--- config.mk ---
export PLATFORM = sky130hd
export DESIGN_NAME = arx_delay_line
export DESIGN_NICKNAME = d
export VERILOG_FILES = /design/src/design/arx_pkg.sv /design/src/design/arx_delay_line.sv
export SDC_FILE = /design/constraint.sdc
export NUM_CORES = 1
export LEC_CHECK = 0
export BUFFER_PORTS_ARGS = -buffer_cell sky130_fd_sc_hd__buf_2
export CAP_MARGIN = 40
export CORE_MARGIN = 2
export CORE_UTILIZATION = 45
export CTS_BUF_LIST = sky130_fd_sc_hd__clkbuf_2
export DETAILED_ROUTE_END_ITERATION = 16
export SLEW_MARGIN = 20
export SYNTH_ARGS = -nofsm -noshare
export SYNTH_HDL_FRONTEND = slang
export SYNTH_SLANG_ARGS = --single-unit
export TNS_END_PERCENT = 1
--- constraint.sdc ---
create_clock -name aclk -period 8.95 [get_ports aclk]
set_clock_uncertainty 0.1 [all_clocks]
set_input_delay 0 -clock aclk [delete_from_list [all_inputs] [get_ports aclk]]
set_output_delay 0 -clock aclk [all_outputs]
set_load 0.05 [all_outputs]
--- src/design/arx_pkg.sv ---
// Shared types and constants of the ARX process model filter.
package arx_pkg;

    // Sample, coefficient and dead-time widths.
    localparam int SAMPLE_W  = 16;
    localparam int COEF_W    = 18;
    localparam int DT_W      = 5;
    localparam int CFG_IDX_W = 3;

    // Default length of the transport-delay line.
    localparam int MAX_DELAY_DEFAULT = 16;

    // Configuration register indexes.
    typedef enum logic [CFG_IDX_W-1:0] {
        REG_A1        = 3'd0,
        REG_A2        = 3'd1,
        REG_A3        = 3'd2,
        REG_B1        = 3'd3,
        REG_B2        = 3'd4,
        REG_B3        = 3'd5,
        REG_DEAD_TIME = 3'd6
    } cfg_reg_t;

    // The full set of model coefficients, signed Q2.15.
    typedef struct packed {
        logic signed [COEF_W-1:0] a1;
        logic signed [COEF_W-1:0] a2;
        logic signed [COEF_W-1:0] a3;
        logic signed [COEF_W-1:0] b1;
        logic signed [COEF_W-1:0] b2;
        logic signed [COEF_W-1:0] b3;
    } coef_set_t;

endpackage

--- src/design/arx_delay_line.sv ---
// Transport-delay shift line with a selectable tap for the dead time.
module arx_delay_line #(
    parameter int MAX_DELAY = arx_pkg::MAX_DELAY_DEFAULT
) (
    input  logic                                aclk,
    input  logic                                aresetn,
    input  logic                                shift_en,
    input  logic signed [arx_pkg::SAMPLE_W-1:0] sample_in,
    input  logic        [arx_pkg::DT_W-1:0]     dead_time,
    output logic signed [arx_pkg::SAMPLE_W-1:0] delayed
);

    localparam int IDX_W = (MAX_DELAY > 1) ? $clog2(MAX_DELAY) : 1;

    logic signed [arx_pkg::SAMPLE_W-1:0] store_reg [MAX_DELAY];
    logic                                dt_over;
    logic        [IDX_W-1:0]             tap_idx;

    // Shift the newest sample in at entry 0; the line is cleared at reset.
    always_ff @(posedge aclk) begin
        if (!aresetn) begin
            for (int i = 0; i < MAX_DELAY; i++) begin
                store_reg[i] <= '0;
            end
        end else if (shift_en) begin
            store_reg[0] <= sample_in;
            for (int i = 1; i < MAX_DELAY; i++) begin
                store_reg[i] <= store_reg[i-1];
            end
        end
    end

    // Dead time beyond the line length is held at the last tap.
    always_comb begin
        dt_over = (32'(dead_time) > 32'(MAX_DELAY));
        tap_idx = dt_over ? IDX_W'(MAX_DELAY - 1) : IDX_W'(32'(dead_time) - 32'd1);
    end

    // With no dead time the current sample passes straight through.
    assign delayed = (dead_time == '0) ? sample_in : store_reg[tap_idx];

endmodule

==> Word level (Yosys, flattened, before mapping) <==
Memories as Yosys holds them, arrays and structs flattened.
Index checks and enable logic that the tools add are counted.
{ "word_totals": {"reg_bits": 0, "mem_bits_rw": 256, "wordCells": 42, "memories": 1} }
{ "memory_table": {"columns": ["memory", "words", "word_bits", "rd", "rd_clocked_by_memory_dff", "write_ports", "line_no", "rtl"], "rows": [
  ["store_reg", 16, 16, 16, 0, 16, "arx_delay_line.sv:15", "logic signed [arx_pkg::SAMPLE_W-1:0] store_reg [MAX_DELAY];"]
]} }
{ "classes": {"add_sub_neg": 1, "magnitude_cmp": 1, "n_mux": 22, "n_bitwise": 16, "n_reduce_logical": 1} }
{ "op_table": {"columns": ["operator", "n"], "rows": [
  ["16-bit 2-to-1 mux", 17],
  ["1-bit bitwise OR", 16],
  ["5-bit > comparator (second input constant)", 1],
  ["5-bit zero test", 1],
  ["1-bit 2-to-1 mux", 4],
  ["4-bit 2-to-1 mux", 1],
  ["4-bit by 1-bit subtractor with 4-bit output (second input constant)", 1]
]} }

==> Longest topological paths before layout <==
{ "depth": {"word_depth": 4, "mapped_depth": 13, "depth_no_buf": 8} }

==> Least setup slack after synthesis <==
No wires, ideal clock.
{ "synth_timing": {"path_kind": "input to register", "startpoint": "input port shift_en", "endpoint": "memory store_reg[0][0] in the netlist's numbering, enable pin", "arrival_ns": 6.630, "required_ns": 8.187, "slack_ns": 1.557, "stages": 3, "path_buffers": 2, "cell_sequence": "clkbuf_1 -> clkbuf_1 -> nand2b_1"} }
{ "synth_rtl": {"columns": ["item", "line_no", "rtl"], "rows": [
  ["start, declared", "arx_delay_line.sv:7", "input logic shift_en,"],
  ["end, declared", "arx_delay_line.sv:15", null]
]} }

==> Worst setup path after layout <==
{ "layout_timing": {"startpoint": "input port dead_time[0] in the netlist's numbering", "endpoint": "output port delayed[4] in the netlist's numbering"} }
{ "layout_between": {"elab_chain_cells": 4, "elab_cells_between_ends": 6} }
{ "layout_lines": {"columns": ["item", "line_no", "rtl"], "rows": [
  ["start, declared", "arx_delay_line.sv:9", "input logic [arx_pkg::DT_W-1:0] dead_time,"],
  ["4-bit by 1-bit subtractor with 4-bit output or 5-bit > comparator (tied branches)", "arx_delay_line.sv:36, arx_delay_line.sv:35", null],
  ["4-bit 2-to-1 mux", "arx_delay_line.sv:36", "tap_idx = dt_over ? IDX_W'(MAX_DELAY - 1) : IDX_W'(32'(dead_time) - 32'd1);"],
  ["memory 16 x 16 bit", null, null],
  ["16-bit 2-to-1 mux *", "arx_delay_line.sv:40", "assign delayed = (dead_time == '0) ? sample_in : store_reg[tap_idx];"],
  ["end, declared", "arx_delay_line.sv:10", "output logic signed [arx_pkg::SAMPLE_W-1:0] delayed"]
]} }
Every way passes the cells marked *; elsewhere a longest branch is shown, timed or not.

==> reports/qor.txt <==
worst rel slew slack -> 45.7%
Required @ worst endpoint -> 8.85 ns
detailed-placement wirelength estimate -> 16.3 mm
top-area cell type share of the netlist area -> 62.8%
Primary FF master, synth -> edfxtp_1
number of antenna-violating nets in the routed design -> 0
PortBufs -> 39
initial drt markers -> 897
maximum frequency from static timing analysis -> 243 MHz
Post-Synthesis Mean Instance Area -> 12.6 um2
layout overhead on the synthesized area -> 12.8%
final core utilization -> 51.5%
aggregate negative setup slack -> 0 ns
Residual DRC -> 0
number of buffers between clock root and the deepest sink -> 3
Async S/R FF share, synth -> 0%
clock edge transition at the registers on the reported setup and hold paths -> 0.10 ns
share of cells above drive strength 1 -> 18.7%
detailed-routing iteration count for the pre-antenna-repair pass -> 5
final routed wirelength across all metal layers -> 29.8 mm
remaining global-route overflow -> 0
cell at the root of the clock tree -> clkbuf_2
FF-to-FF End -> store_reg[5][13]
number of synthesized register bits -> 256
delay contributed by the slowest stage of the critical path -> 0.54 ns
startpoint of the most critical hold path -> aresetn
number of enable-type register cells in the synthesized netlist -> 256
number of buffers and inverters on the critical path -> 5
Least-Margin Pin Slew -> 0.814 ns
FF-to-FF Start -> store_reg[4][13]
result of the run -> complete, no violations
sort of element at the end of the critical path -> primary output
TritonCTS Buffers -> 67
worst path arrival time -> 4.02 ns
top cells by area in the synthesized netlist -> edfxtp_1 63%, and3_1 8.2%, and2_1 5.0%, mux4_2 3.7%, a211oi_1 2.4%
Vias per Instance -> 5.77
part of the Yosys area used for sequential elements -> 62.8%
post-CTS setup buffer count -> 0
ranking of synthesized cells by instance count -> 256 x edfxtp_1, 160 x and3_1, 97 x and2_1, 71 x nand2_1, 57 x clkbuf_1
hold path cells -> 3
die outline width -> 169 um
latest clock arrival within the worst-skew pair -> 0.85 ns
die extent in y -> 169 um
worst reg-to-reg path cell count -> 1
Worst VDD drop -> 101 uV
slowest cell on the critical path -> buf_4
initial core utilization -> 45.7%
# setup viols final -> 0
clock tree from TritonCTS -> done
leading cell type by number of instances after synthesis -> edfxtp_1
setup repair after global routing missed its margin -> false
Max-cap violations -> 0
Finished Layout Cells -> 1440
die footprint -> 28500 um2
Cell Area, Synth -> 12200 um2
wire length of the first global-routing pass -> 47.6 mm
I/O pin total -> 40
Core ar. -> 26800 um2
minimum clock period -> 4.12 ns
Core Rows -> 60
total number of vias -> 8307
Worst Hold Endpoint -> store_reg[13][0]
total of warnings raised by yosys -> 0
Inst Count DP -> 1282
cell taking the most area after synthesis -> edfxtp_1
number of flip-flops under the largest register name -> 256
H-tree lvl count -> 3
final critical-path share of the clock period -> 46.1%
vias in the first global route -> 8356
Startpoint Class -> primary input
synthesized instance count -> 970
Num Clock Sinks -> 256
global-route total usage across every layer -> 21.3%
number of max-slew violations in the final report -> 0
global placer's final weighted congestion -> 0.755
Nets -> 1079
type of the worst setup path -> in -> out
cell chain of the critical path -> buf_2 -> inv_1 -> ha_2 -> buf_4 -> nor2b_1 -> nor2_8 -> buf_4 -> a221oi_1 -> a211oi_1 -> a211oi_1 -> a211oi_1 -> buf_2
top cell family by delay on the critical path -> buffers and inverters
final hold violation count -> 0
post-synthesis cell type count -> 44
most used cell along the critical path -> a211oi_1
antenna violations before repair -> 1
Pwr Total -> 2670 uW
PwrDens -> 193 nW/um2
Hold Path Class -> in -> reg
post-detailed-route wirelength per cell -> 20.7 um
worst reg2reg setup slack -> 7.98 ns
total nets after synthesis -> 995
largest fanout on the critical path -> 59
standby leakage power -> 0.00582 uW
maximum number of pins on one net before global-route repair -> 106
[cell type report]
cell class	count	area [um2]
clock inverters	14	131
diodes	1	2.50
fillers	2350	13000
well taps	341	427
repair buffers	106	923
clock buffers	99	495
inverters	3	11.3
multi-input cells	620	4130
flip-flops and latches	256	7690
[repair_timing]
item	CTS	global route
gates resized for setup	0	0
hold endpoints to repair	158	0
endpoints found under the setup margin	0	0
hold buffers	42	0
[placed cells by master, fill, tap and decap left out, drive strengths merged, types with 2 or more instances in the layout]
cell         count
mux4            20
dlygate4sd3     42
edfxtp         256
nor2            40
nand2b           4
clkbuf          99
and2            97
o211ai           6
nor3             2
inv              5
a31oi           18
or2              2
bufinv           3
buf             64
and3           160
a221oi          16
mux2             5
a211oi          40
o31ai            4
a21oi           32
o21ai           25
mux2i           18
a21o             5
clkinv           9
nor2b           16
o22ai            8
nand2           71
o221ai           4
nand3           19
[kinds of logic (layout without fill, tap and decap cells)]
family                     after synthesis  after routing  share of synthesized area (%)
AOI/OAI and AO/OA                      161            161                           8.79
adders and majority gates                1              1                          0.102
buffers and inverters                   94            222                           3.66
DFF                                    256            256                           62.8
muxes                                   43             43                           5.61
other                                    0              1                              0
and+or+nand+nor                        415            415                           19.0
[where the power goes]
group          total, uW  switching, uW  internal, uW  leakage (uW)
clock                865            489           377      0.000476
sequential          1450           40.4          1410       0.00283
combinational        355            230           125       0.00252
[how the worst max path moves through the flow]
| stage | slack, ns | to | start | cells past startpoint |
|---|---|---|---|---|
| 3_3_place_gp | 4.89 | delayed[4] | dead_time[0] | 12 |
| 5_1_grt | 4.61 | delayed[4] | dead_time[0] | 12 |
| 2_1_floorplan | 1.56 | store_reg[0][0] | shift_en | 3 |
| 4_1_cts | 4.81 | delayed[4] | dead_time[0] | 12 |
| 3_5_place_dp | 4.82 | delayed[4] | dead_time[0] | 12 |
| 6_report | 4.83 | delayed[4] | dead_time[0] | 12 |
[layer usage]
metal,vias up,track usage (%),part of all wire (%)
li1,3872,-,-
met1,4103,31.8,46
met2,279,31.5,45
met3,53,4.51,6.6
met4,0,6.48,1.8
met5,-,0,0
[per-stage QoR]
stage | worst slack (ns) | hold WS [ns] | cell area (um2)
2_1_floorplan | 1.56 | 0.123 | 12200
3_3_place_gp | 4.89 | 0.224 | 12600
3_5_place_dp | 4.82 | 0.235 | 12700
4_1_cts | 4.81 | 0.0490 | 13700
5_1_grt | 4.61 | 0.0690 | 13800
6_report | 4.83 | 0.103 | 13800
Power figures use the tool's default switching activity.
